**src/design/assert_macros.svh**
```systemverilog
// ----------------------------------------------------------------------------
// Assertion macros
// Shared concurrent assertion shorthands, clocked on clk, disabled in reset.
// ----------------------------------------------------------------------------
`ifndef ASSERT_MACROS_SVH
`define ASSERT_MACROS_SVH

// Property holds at every clock edge outside reset.
`define ASSERT_CLK(lbl, prop, msg) \
  lbl: assert property (@(posedge clk) disable iff (!rst_n) (prop)) else $error(msg);

// When trig holds, expr holds in the following clock cycle.
`define ASSERT_NEXT(lbl, trig, expr, msg) \
  lbl: assert property (@(posedge clk) disable iff (!rst_n) (trig) |=> (expr)) \
    else $error(msg);

`endif

```
**src/design/b64e_pkg.sv**
```systemverilog
// ----------------------------------------------------------------------------
// b64e_pkg
// Constants, types and the alphabet lookup for the base64 stream encoder.
// ----------------------------------------------------------------------------
package b64e_pkg;

  localparam int LINE_LENGTH_DEF = 76;
  localparam int COL_W           = 7;   // column counter width
  localparam int MAX_CHARS       = 6;   // most characters one item can produce
  localparam int CNT_W           = 3;   // holds 1..MAX_CHARS

  localparam logic [7:0] CHAR_PAD = 8'h3D;  // '='
  localparam logic [7:0] CHAR_CR  = 8'h0D;
  localparam logic [7:0] CHAR_LF  = 8'h0A;

  // Characters produced by one item, in output order.
  typedef struct packed {
    logic [MAX_CHARS-1:0][7:0] chars;
    logic [CNT_W-1:0]          count;
  } b64e_burst_t;

  // Standard base64 alphabet.
  function automatic logic [7:0] b64_sym(input logic [5:0] idx);
    logic [7:0] wide;
    wide = {2'b00, idx};
    if (idx < 6'd26)       return wide + 8'd65;  // 'A'..
    else if (idx < 6'd52)  return wide + 8'd71;  // 'a'..
    else if (idx < 6'd62)  return wide - 8'd4;   // '0'..
    else if (idx == 6'd62) return 8'h2B;         // '+'
    else                   return 8'h2F;         // '/'
  endfunction

endpackage

```
**src/design/b64e_in_if.sv**
```systemverilog
// ----------------------------------------------------------------------------
// b64e_in_if
// Input channel: one raw byte per item with a final-byte mark.
// ----------------------------------------------------------------------------
interface b64e_in_if;
  logic       valid;
  logic       ready;
  logic [7:0] data_byte;
  logic       final_byte;

  modport source (output valid, output data_byte, output final_byte, input ready);
  modport sink   (input valid, input data_byte, input final_byte, output ready);
endinterface

```
**src/design/b64e_out_if.sv**
```systemverilog
// ----------------------------------------------------------------------------
// b64e_out_if
// Result channel: one ASCII character per item, last mark per input item.
// ----------------------------------------------------------------------------
interface b64e_out_if;
  logic       valid;
  logic       ready;
  logic [7:0] out_char;
  logic       last_of_run;

  modport source (output valid, output out_char, output last_of_run, input ready);
  modport sink   (input valid, input out_char, input last_of_run, output ready);
endinterface

```
**src/design/base64_stream_encoder_top.sv**
```systemverilog
// ----------------------------------------------------------------------------
// base64_stream_encoder_top
// Streaming base64 encoder with optional CR LF line breaks.
// ----------------------------------------------------------------------------
// Each input item is one raw byte; the block answers with its base64
// characters one per cycle while the result channel is ready, last_of_run
// marking the final character of that byte. A byte produces 1 to 6
// characters (pads and CR LF included) and holds the output port until its
// last character is taken. The next byte is taken in the cycle its
// predecessor's last character leaves, so there is no gap between bursts.
// cfg_wdata, written with cfg_we while idle, enables line breaks every
// LINE_LENGTH characters (rounded up to a multiple of 4) and at the end of a
// message.
// ----------------------------------------------------------------------------
module base64_stream_encoder_top #(
  parameter int LINE_LENGTH = b64e_pkg::LINE_LENGTH_DEF
) (
  input  logic clk,
  input  logic rst_n,
  input  logic cfg_we,
  input  logic cfg_wdata,
  b64e_in_if.sink    in_stream,
  b64e_out_if.source out_stream
);
  import b64e_pkg::*;

  logic             lbe_r;
  logic             busy_r, busy_nxt;
  logic [CNT_W-1:0] idx_r, idx_nxt;
  b64e_burst_t      burst_r, burst_nxt;
  b64e_burst_t      core_burst;

  logic is_last;
  logic out_fire;
  logic last_fire;
  logic in_fire;

  b64e_core #(.LINE_LENGTH(LINE_LENGTH)) u_core (
    .clk               (clk),
    .rst_n             (rst_n),
    .advance           (in_fire),
    .data_byte         (in_stream.data_byte),
    .final_byte        (in_stream.final_byte),
    .line_break_enable (lbe_r),
    .burst             (core_burst)
  );

  assign is_last   = (idx_r == burst_r.count - 1'b1);
  assign out_fire  = busy_r && out_stream.ready;
  assign last_fire = out_fire && is_last;
  assign in_stream.ready = !busy_r || last_fire;
  assign in_fire   = in_stream.valid && in_stream.ready;

  assign out_stream.valid       = busy_r;
  assign out_stream.out_char    = burst_r.chars[idx_r];
  assign out_stream.last_of_run = is_last;

  always_comb begin
    busy_nxt  = busy_r;
    idx_nxt   = idx_r;
    burst_nxt = burst_r;
    if (in_fire) begin
      busy_nxt  = 1'b1;
      idx_nxt   = '0;
      burst_nxt = core_burst;
    end else if (last_fire) begin
      busy_nxt = 1'b0;
    end else if (out_fire) begin
      idx_nxt = idx_r + 1'b1;
    end
  end

  always_ff @(posedge clk) begin
    if (!rst_n) begin
      lbe_r  <= 1'b0;
      busy_r <= 1'b0;
      idx_r  <= '0;
    end else begin
      if (cfg_we) lbe_r <= cfg_wdata;
      busy_r <= busy_nxt;
      idx_r  <= idx_nxt;
    end
  end

  always_ff @(posedge clk) begin
    burst_r <= burst_nxt;
  end

`include "assert_macros.svh"

  `ASSERT_CLK(a_count_nonzero, !busy_r || (burst_r.count != '0), "empty burst held")
  `ASSERT_CLK(a_idx_in_range, !busy_r || (idx_r < burst_r.count), "char index past burst")
  `ASSERT_NEXT(a_accept_busy, in_fire, busy_r && (idx_r == '0), "accepted item not held")
  `ASSERT_NEXT(a_last_frees, last_fire && !in_fire, !busy_r, "buffer not freed after last")

endmodule

```
**src/design/b64e_core.sv**
```systemverilog
// ----------------------------------------------------------------------------
// b64e_core
// Encoder state (carry bits, group phase, line column) and the character
// burst that one input byte produces.
// ----------------------------------------------------------------------------
module b64e_core #(
  parameter int LINE_LENGTH = b64e_pkg::LINE_LENGTH_DEF
) (
  input  logic                  clk,
  input  logic                  rst_n,
  input  logic                  advance,
  input  logic [7:0]            data_byte,
  input  logic                  final_byte,
  input  logic                  line_break_enable,
  output b64e_pkg::b64e_burst_t burst
);
  import b64e_pkg::*;

  localparam logic [1:0] PH_0 = 2'd0;
  localparam logic [1:0] PH_1 = 2'd1;
  localparam logic [1:0] PH_2 = 2'd2;

  localparam logic [COL_W-1:0] LINE_LEN = COL_W'(LINE_LENGTH);

  logic [3:0]       carry_r, carry_nxt;
  logic [1:0]       phase_r, phase_nxt;
  logic [COL_W-1:0] col_r, col_nxt;

  always_comb begin
    logic [CNT_W-1:0] n;
    logic             group_done;
    logic [COL_W-1:0] col_sum;
    n          = '0;
    group_done = 1'b0;
    burst      = '0;
    col_nxt    = col_r;
    col_sum    = col_r + COL_W'(4);

    if (phase_r == PH_0) begin
      burst.chars[n] = b64_sym(data_byte[7:2]);
      n = n + 1'b1;
      carry_nxt = {2'b00, data_byte[1:0]};
      phase_nxt = PH_1;
    end else if (phase_r == PH_1) begin
      burst.chars[n] = b64_sym({carry_r[1:0], data_byte[7:4]});
      n = n + 1'b1;
      carry_nxt = data_byte[3:0];
      phase_nxt = PH_2;
    end else begin
      // phase 2, and the unused code 3 behaves the same
      burst.chars[n] = b64_sym({carry_r, data_byte[7:6]});
      n = n + 1'b1;
      burst.chars[n] = b64_sym(data_byte[5:0]);
      n = n + 1'b1;
      carry_nxt  = '0;
      phase_nxt  = PH_0;
      group_done = 1'b1;
    end

    // flush a partial group with pads
    if (final_byte) begin
      if (phase_nxt == PH_1) begin
        burst.chars[n] = b64_sym({carry_nxt[1:0], 4'b0000});
        n = n + 1'b1;
        burst.chars[n] = CHAR_PAD;
        n = n + 1'b1;
        burst.chars[n] = CHAR_PAD;
        n = n + 1'b1;
        group_done = 1'b1;
      end else if (phase_nxt == PH_2) begin
        burst.chars[n] = b64_sym({carry_nxt, 2'b00});
        n = n + 1'b1;
        burst.chars[n] = CHAR_PAD;
        n = n + 1'b1;
        group_done = 1'b1;
      end
    end

    // column is checked only at whole 4-character groups
    if (group_done && line_break_enable) begin
      if (col_sum >= LINE_LEN) begin
        burst.chars[n] = CHAR_CR;
        n = n + 1'b1;
        burst.chars[n] = CHAR_LF;
        n = n + 1'b1;
        col_nxt = '0;
      end else begin
        col_nxt = col_sum;
      end
    end

    if (final_byte) begin
      if (line_break_enable && (col_nxt != '0)) begin
        burst.chars[n] = CHAR_CR;
        n = n + 1'b1;
        burst.chars[n] = CHAR_LF;
        n = n + 1'b1;
      end
      carry_nxt = '0;
      phase_nxt = PH_0;
      col_nxt   = '0;
    end

    burst.count = n;
  end

  always_ff @(posedge clk) begin
    if (!rst_n) begin
      carry_r <= '0;
      phase_r <= PH_0;
      col_r   <= '0;
    end else if (advance) begin
      carry_r <= carry_nxt;
      phase_r <= phase_nxt;
      col_r   <= col_nxt;
    end
  end

endmodule

```
**src/flat_wrapper.sv**
```systemverilog
// flat-port wrapper written by rule: the top's interface ports become plain ports
module base64_stream_encoder_top_flat import b64e_pkg::*;
#(
  parameter int LINE_LENGTH = b64e_pkg::LINE_LENGTH_DEF
)
  (clk, rst_n, cfg_we, cfg_wdata, in_stream_valid, in_stream_data_byte, in_stream_final_byte, in_stream_ready, out_stream_valid, out_stream_out_char, out_stream_last_of_run, out_stream_ready);
  b64e_in_if in_stream_i ();
  b64e_out_if out_stream_i ();
  input  logic clk;
  input  logic rst_n;
  input  logic cfg_we;
  input  logic cfg_wdata;
  input wire logic [$bits(in_stream_i.valid)-1:0] in_stream_valid;
  input wire logic [$bits(in_stream_i.data_byte)-1:0] in_stream_data_byte;
  input wire logic [$bits(in_stream_i.final_byte)-1:0] in_stream_final_byte;
  output wire logic [$bits(in_stream_i.ready)-1:0] in_stream_ready;
  output wire logic [$bits(out_stream_i.valid)-1:0] out_stream_valid;
  output wire logic [$bits(out_stream_i.out_char)-1:0] out_stream_out_char;
  output wire logic [$bits(out_stream_i.last_of_run)-1:0] out_stream_last_of_run;
  input wire logic [$bits(out_stream_i.ready)-1:0] out_stream_ready;
  assign in_stream_i.valid = in_stream_valid;
  assign in_stream_i.data_byte = in_stream_data_byte;
  assign in_stream_i.final_byte = in_stream_final_byte;
  assign in_stream_ready = in_stream_i.ready;
  assign out_stream_valid = out_stream_i.valid;
  assign out_stream_out_char = out_stream_i.out_char;
  assign out_stream_last_of_run = out_stream_i.last_of_run;
  assign out_stream_i.ready = out_stream_ready;
  base64_stream_encoder_top #(.LINE_LENGTH(LINE_LENGTH)) u_core (.clk(clk), .rst_n(rst_n), .cfg_we(cfg_we), .cfg_wdata(cfg_wdata), .in_stream(in_stream_i), .out_stream(out_stream_i));
endmodule
```
**config.mk**
```make
export PLATFORM = sky130hd
export DESIGN_NAME = base64_stream_encoder_top_flat
export DESIGN_NICKNAME = d
export VERILOG_FILES = /design/src/design/b64e_pkg.sv /design/src/design/b64e_in_if.sv /design/src/design/b64e_out_if.sv /design/src/design/base64_stream_encoder_top.sv /design/src/design/b64e_core.sv /design/src/flat_wrapper.sv
export VERILOG_INCLUDE_DIRS = /design/src /design/src/design
export SDC_FILE = /design/constraint.sdc
export NUM_CORES = 1
export LEC_CHECK = 0
export BUFFER_PORTS_ARGS = -buffer_cell sky130_fd_sc_hd__buf_4
export CAP_MARGIN = 20
export CELL_PAD_IN_SITES_DETAIL_PLACEMENT = 1
export CELL_PAD_IN_SITES_GLOBAL_PLACEMENT = 1
export CORE_ASPECT_RATIO = 1.1
export CORE_MARGIN = 4
export CORE_UTILIZATION = 48
export CTS_BUF_LIST = sky130_fd_sc_hd__clkbuf_8 sky130_fd_sc_hd__clkbuf_16
export DETAILED_ROUTE_END_ITERATION = 10
export HOLD_SLACK_MARGIN = 0.02
export PLACE_DENSITY_LB_ADDON = 0.1
export SETUP_SLACK_MARGIN = 0.2
export SLEW_MARGIN = 20
export SYNTH_ARGS = -nofsm -noshare
export SYNTH_HDL_FRONTEND = slang
export SYNTH_SLANG_ARGS = --single-unit
```
**constraint.sdc**
```tcl
create_clock -name clk -period 4.75 [get_ports clk]
set_input_delay 0.95 -clock clk [delete_from_list [all_inputs] [get_ports clk]]
set_output_delay 0.95 -clock clk [all_outputs]
set_load 0.02 [all_outputs]
```
## Word-level counts from Yosys, hierarchy flattened

Index checks and enable logic that the tools add are counted.

- Word-level logic and storage cells: 205
- Input bits: 15
- Output and inout bits: 11
- Bits in registers: 69

- Eq/ne operators: 8
- Add/sub/neg operators: 28
- Reductions and logical operators: 19
- Bitwise operators: 22
- Muxes and demuxes: 81
- Magnitude comparators: 34

Operators with widths:

| kind | number |
|---|---|
| 2-to-1 mux 48 bit | 7 |
| 2-to-1 mux 8 bit | 35 |
| demux 8 bit (select 3 bit) | 7 |
| adder 6 x 7 -> 8 bit, second input constant | 12 |
| bitwise mux 48 bit | 2 |
| bitwise OR 30 bit | 3 |
| bitwise AND 36 bit | 2 |
| < comparator 6 bit, second input constant | 12 |
| NOT 36 bit | 2 |
| bitwise AND 30 bit | 2 |
| NOT 30 bit | 2 |
| bitwise AND 18 bit | 3 |
| subtractor 6 x 3 -> 7 bit, second input constant | 6 |
| < comparator 6 x 5 -> 1 bit, second input constant | 6 |
| NOT 18 bit | 2 |
| bitwise OR 18 bit | 2 |
| 2-to-1 mux 3 bit | 11 |
| < comparator 3 x 4 -> 1 bit, second input constant | 8 |
| adder 3 x 1 -> 3 bit, second input constant | 8 |
| binary-select mux 8 bit (select 3 bit) | 1 |
| == test 6 bit, second input constant | 4 |
| bitwise OR 12 bit | 2 |
| greater-or-equal comparator 3 x 1 -> 1 bit, second input constant | 7 |
| 2-to-1 mux 7 bit | 3 |
| other kinds (18) | 43 |

## Depth between registers and ports, before layout

- Depth after elaboration: 23
- Gate-level depth with buffers: 15
- Gate-level depth less buffers: 14

## Cells and area by module

A second synthesis with hierarchy kept.

- Cell total of the unflattened synthesis: 618
- Area, all modules: 5600.4 um2

Modules (own cells, without submodules):

| module | area each (um2) | instances | cells an instance | seq. area each (um2) |
|---|---|---|---|---|
| b64e_core | 3333.2 | 1 | 494 | 260.2 |
| base64_stream_encoder_top | 2267.2 | 1 | 124 | 1631.6 |

## Worst setup path after synthesis

OpenSTA, ideal clock, no wires.

- Kind: register -> register
- From: reg u_core.u_core.col_r[2]
- To: reg u_core.burst_r[12] (netlist bit) (data pin)
- Setup slack: 1355 ps
- Period minus slack after synthesis: 3395 ps
- Arrival: 3136 ps
- Cell stages (with the launch flop): 16
- Path buffers: 1
- Library setup time: 259 ps
- Data required time: 4491 ps
- Cell sequence: dfxtp_1 > inv_1 > ha_1 > nor2_1 > a211oi_2 > a21oi_1 > nand2_1 > nor3_1 > a21oi_1 > o21ai_0 > ha_1 > clkbuf_1 > nor3_1 > a311oi_2 > nor2_2 > a211o_1

RTL lines:

| what | RTL line | RTL |
|---|---|---|
| start, declared | b64e_core.sv:27 | `logic [COL_W-1:0] col_r, col_nxt;` |
| start signal, assigned | b64e_core.sv:115 | `col_r <= col_nxt;` |
| end signal, assigned | base64_stream_encoder_top.sv:86 | `burst_r <= burst_nxt;` |
| end, declared | base64_stream_encoder_top.sv:30 | `b64e_burst_t burst_r, burst_nxt;` |

==> qor.json <==
{
  "tightestPinTransition": {"value": 0.882, "unit": "ns"},
  "initial_utilization": {"value": 49.4, "unit": "%"},
  "design.die.area": {"value": 11900, "unit": "um2"},
  "rsz0062_at_grt": {"value": "false"},
  "worst-r2r-setup-slack": {"value": 0.88, "unit": "ns"},
  "clock_sinks": {"value": 57},
  "hold_path_startpoint": {"value": "u_core.u_core.col_r[0]"},
  "final_critical_path_setup_slack": {"value": 0.882, "unit": "ns"},
  "final.period_utilization": {"value": 81.4, "unit": "%"},
  "holdBufCountCts": {"value": 0},
  "cts_max_path_buffers": {"value": 2},
  "rr_worst_depth": {"value": 14},
  "cts.htree.levels": {"value": 3},
  "tritoncts": {"value": "built"},
  "power.density": {"value": 248, "unit": "nW/um2"},
  "total_buffers_and_inverters_traversed_by_the_critical_path": {"value": 1},
  "worst_skew_pair_latency": {"value": 0.35, "unit": "ns"},
  "worst_path_largest_cell_delay": {"value": 0.52, "unit": "ns"},
  "dpl.hpwl": {"value": 11100, "unit": "um"},
  "drt-pass1-iter-count": {"value": 5},
  "routed_via_density": {"value": 6.37},
  "critPathCaptureType": {"value": "flip-flop"},
  "yosys_warnings": {"value": 0},
  "r2r-start": {"value": "u_core.u_core.col_r[2]"},
  "post_cts_resize_count": {"value": 0},
  "grt_pass1_wl": {"value": 24800, "unit": "um"},
  "synth-seq-area-share": {"value": 31.2, "unit": "%"},
  "fmax": {"value": 259, "unit": "MHz"},
  "timing_max_transition_violations_final": {"value": 0},
  "outcome": {"value": "complete, no violations"},
  "detailedRoute.firstIterationViolations": {"value": 265},
  "cts_buffers": {"value": 9},
  "number_of_antenna_violations_at_the_first_check_in_global_routing": {"value": 0},
  "antenna-diode-count": {"value": 0},
  "final_hold_viol_count": {"value": 0},
  "top_level_ports": {"value": 26},
  "crit_required": {"value": 4.85, "unit": "ns"},
  "grt_util_all_layers": {"value": 26.0, "unit": "%"},
  "clkTransAtPathRegs": {"value": 0.07, "unit": "ns"},
  "finalWorstPathRequiredPeriod": {"value": 3.87, "unit": "ns"},
  "critPathMaxFanout": {"value": 8},
  "postSynthCellCount": {"value": 575},
  "finalSetupViolCount": {"value": 0},
  "placedCellCount": {"value": 696},
  "port-buffer-count": {"value": 25},
  "final-instance-count-excl-fill": {"value": 712},
  "synth_edf_count": {"value": 39},
  "chipHeight": {"value": 114, "unit": "um"},
  "post-layout-total-power": {"value": 1.33, "unit": "mW"},
  "synth.largest_area_cell": {"value": "sky130_fd_sc_hd__edfxtp_1"},
  "congestion_overflow_gr": {"value": 0},
  "synth.top_cells.by_count": {"value": "55 x sky130_fd_sc_hd__a21oi_1, 50 x sky130_fd_sc_hd__nand2_1, 46 x sky130_fd_sc_hd__o21ai_0, 42 x sky130_fd_sc_hd__nor2_1, 39 x sky130_fd_sc_hd__edfxtp_1"},
  "dp_slack": {"value": 0.908, "unit": "ns"},
  "finalHoldWorstSlack": {"value": 0.433, "unit": "ns"},
  "finish.net_count": {"value": 634},
  "layout_area_overhead": {"value": 8.85, "unit": "%"},
  "max-vdd-ir-drop": {"value": 103, "unit": "uV"},
  "worst_hold_path_type": {"value": "flip-flop to flip-flop"},
  "r2r-end": {"value": "u_core.burst_r[12]"},
  "relSlewSlack": {"value": 41.1, "unit": "%"},
  "crit_start": {"value": "u_core.u_core.col_r[2]"},
  "route.final.wire_length": {"value": 14800, "unit": "um"},
  "synth.ff_latch_count": {"value": 57},
  "highest_layer": {"value": "met4"},
  "place_congestion": {"value": 0.907},
  "drv_cap": {"value": 0},
  "most_common_cell_in_the_synthesized_netlist": {"value": "sky130_fd_sc_hd__a21oi_1"},
  "critical_path_arrival": {"value": 3.97, "unit": "ns"},
  "wl_met3": {"value": 565, "unit": "um"},
  "fin_worst_skew": {"value": 0.0122, "unit": "ns"},
  "fp.dieW": {"value": 104, "unit": "um"},
  "synthesis.area": {"value": 4910, "unit": "um2"},
  "cts_setup_buffers": {"value": 0},
  "via_count_of_the_first_global_routing_pass": {"value": 4737},
  "path_delay_family": {"value": "compound AO/OA/AOI/OAI gates"},
  "grt_max_degree": {"value": 40},
  "drcViolationCount": {"value": 0},
  "ant_nets": {"value": 0},
  "crit_path_top_delay_cell": {"value": "sky130_fd_sc_hd__ha_1"},
  "finalSetupTns": {"value": 0, "unit": "ns"},
  "floorplan.rows": {"value": 38},
  "met2WireLength": {"value": 7460, "unit": "um"},
  "synth_area_per_cell": {"value": 8.53, "unit": "um2"},
  "ctsRootBufferMaster": {"value": "sky130_fd_sc_hd__clkbuf_8"},
  "timing.critical_path.from_type": {"value": "flip-flop"},
  "post_route_cells_drive_above_1_share": {"value": 11.1, "unit": "%"},
  "wl_met1": {"value": 6480, "unit": "um"},
  "wl_per_cell": {"value": 20.8, "unit": "um"},
  "synth.lib_cells_used.distinct": {"value": 77},
  "timing.critical_path.cells": {"value": "inv_1 -> ha_1 -> nor2_1 -> a211oi_2 -> a21oi_1 -> nand2_1 -> nor3_1 -> a21oi_1 -> o21ai_0 -> ha_1 -> nor3_1 -> a311oi_2 -> nor2_2 -> a211o_1"},
  "worstSetupPathDepth": {"value": 14},
  "synth_ff_type": {"value": "sky130_fd_sc_hd__edfxtp_1"},
  "core-area": {"value": 9940, "unit": "um2"},
  "critical_path.endpoint": {"value": "u_core.burst_r[12]"},
  "yosysTopAreaCellShare": {"value": 23.9, "unit": "%"},
  "dr_total_vias": {"value": 4535},
  "p_leak": {"value": 2.06, "unit": "nW"},
  "yosys-top-cells-area": {"value": "sky130_fd_sc_hd__edfxtp_1 24%, sky130_fd_sc_hd__ha_1 8.2%, sky130_fd_sc_hd__dfxtp_1 7.3%"},
  "worst-setup-path-type": {"value": "flip-flop to flip-flop"},
  "ys_async_sr_fraction": {"value": 0, "unit": "%"}
}
==> routing by layer <==
metal | vias up | global-route usage, %
met5 | - | 0
met4 | 0 | 9.13
met3 | 22 | 3.34
met2 | 113 | 45.8
met1 | 2251 | 33.0
li1 | 2149 | -
==> layout by cell type, fill, tap and decap left out, drive strengths merged, types with 4 or more instances in the layout <==
cell type / synthesis / layout
a21oi: 55 / 55
nand2: 50 / 50
o21ai: 47 / 47
nor2: 43 / 43
edfxtp: 39 / 39
ha: 32 / 32
inv: 28 / 30
buf: 7 / 29
nor3: 26 / 26
nand3: 21 / 21
dfxtp: 18 / 18
xnor2: 16 / 16
nand2b: 15 / 15
a21o: 12 / 12
nor2b: 11 / 11
mux2i: 10 / 10
clkbuf: 28 / 10
o211ai: 10 / 10
mux4: 8 / 8
conb: 1 / 8
nor4: 6 / 6
o22ai: 6 / 6
a31oi: 6 / 6
xor2: 6 / 6
and2: 6 / 6
clkinv: 3 / 6
o21a: 4 / 4
a22oi: 4 / 4
a211o: 4 / 4
a211oi: 4 / 4
==> metrics by stage <==
step	utilization [%]	instance area [um2]
floorplan	-	4930
global placement	51.8	5150
detailed placement	51.8	5150
CTS	53.7	5340
global route	53.7	5340
finish	53.7	5340
==> registers in the layout (all words and copies together), names as in the netlist <==
| register | count |
|---|---|
| u_core.lbe_r | 1 |
| u_core.idx_r | 3 |
| u_core.u_core.phase_r | 2 |
| u_core.burst_r | 39 |
| u_core.u_core.carry_r | 4 |
| u_core.u_core.col_r | 7 |
| u_core.out_stream.valid | 1 |
==> worst min-delay path by stage <==
stage / slack (ns) / endpoint / depth (start not counted)
after floorplan: 0.41 / u_core.u_core.col_r[1] / 2
after global placement: 0.42 / u_core.u_core.col_r[1] / 2
after detailed placement: 0.43 / u_core.u_core.col_r[0] / 2
after CTS: 0.44 / u_core.u_core.col_r[0] / 2
after global routing: 0.46 / u_core.u_core.col_r[0] / 2
final: 0.43 / u_core.u_core.col_r[0] / 2
==> worst min-delay path, stage by stage, from the launching register on <==
cell	delay [ns]
sky130_fd_sc_hd__dfxtp_1	0.31
sky130_fd_sc_hd__inv_1	0.05
sky130_fd_sc_hd__nor2_1	0.04
==> cell families (layout without fill, tap and decap cells) <==
group	Yosys count	after routing	synth area share [%]
AO/OA/AOI/OAI	185	185	25.2
flip-flops	57	57	31.2
multiplexers	19	19	6.02
buffers and inverters	66	76	5.41
AND/OR/NAND/NOR	193	193	19.6
adder cells (fa/ha/maj)	32	32	8.16
XOR/XNOR	22	22	4.31
other	1	8	0.0764
==> power by group <==
group | total, mW | switching [mW] | internal [mW] | leakage (nW)
Clock | 0.440 | 0.191 | 0.249 | 0.106
Sequential | 0.584 | 0.0203 | 0.564 | 0.522
Combinational | 0.302 | 0.189 | 0.114 | 1.43
==> area by class of cell <==
class,count,area [um2]
clock buffers,10,138
clock inverters,6,51.3
fillers,1186,4600
inverters,31,116
multi-input cells,459,3140
flip-flops and latches,57,1530
well taps,120,150
repair buffers,29,218
(Power assumes the default switching activity.)
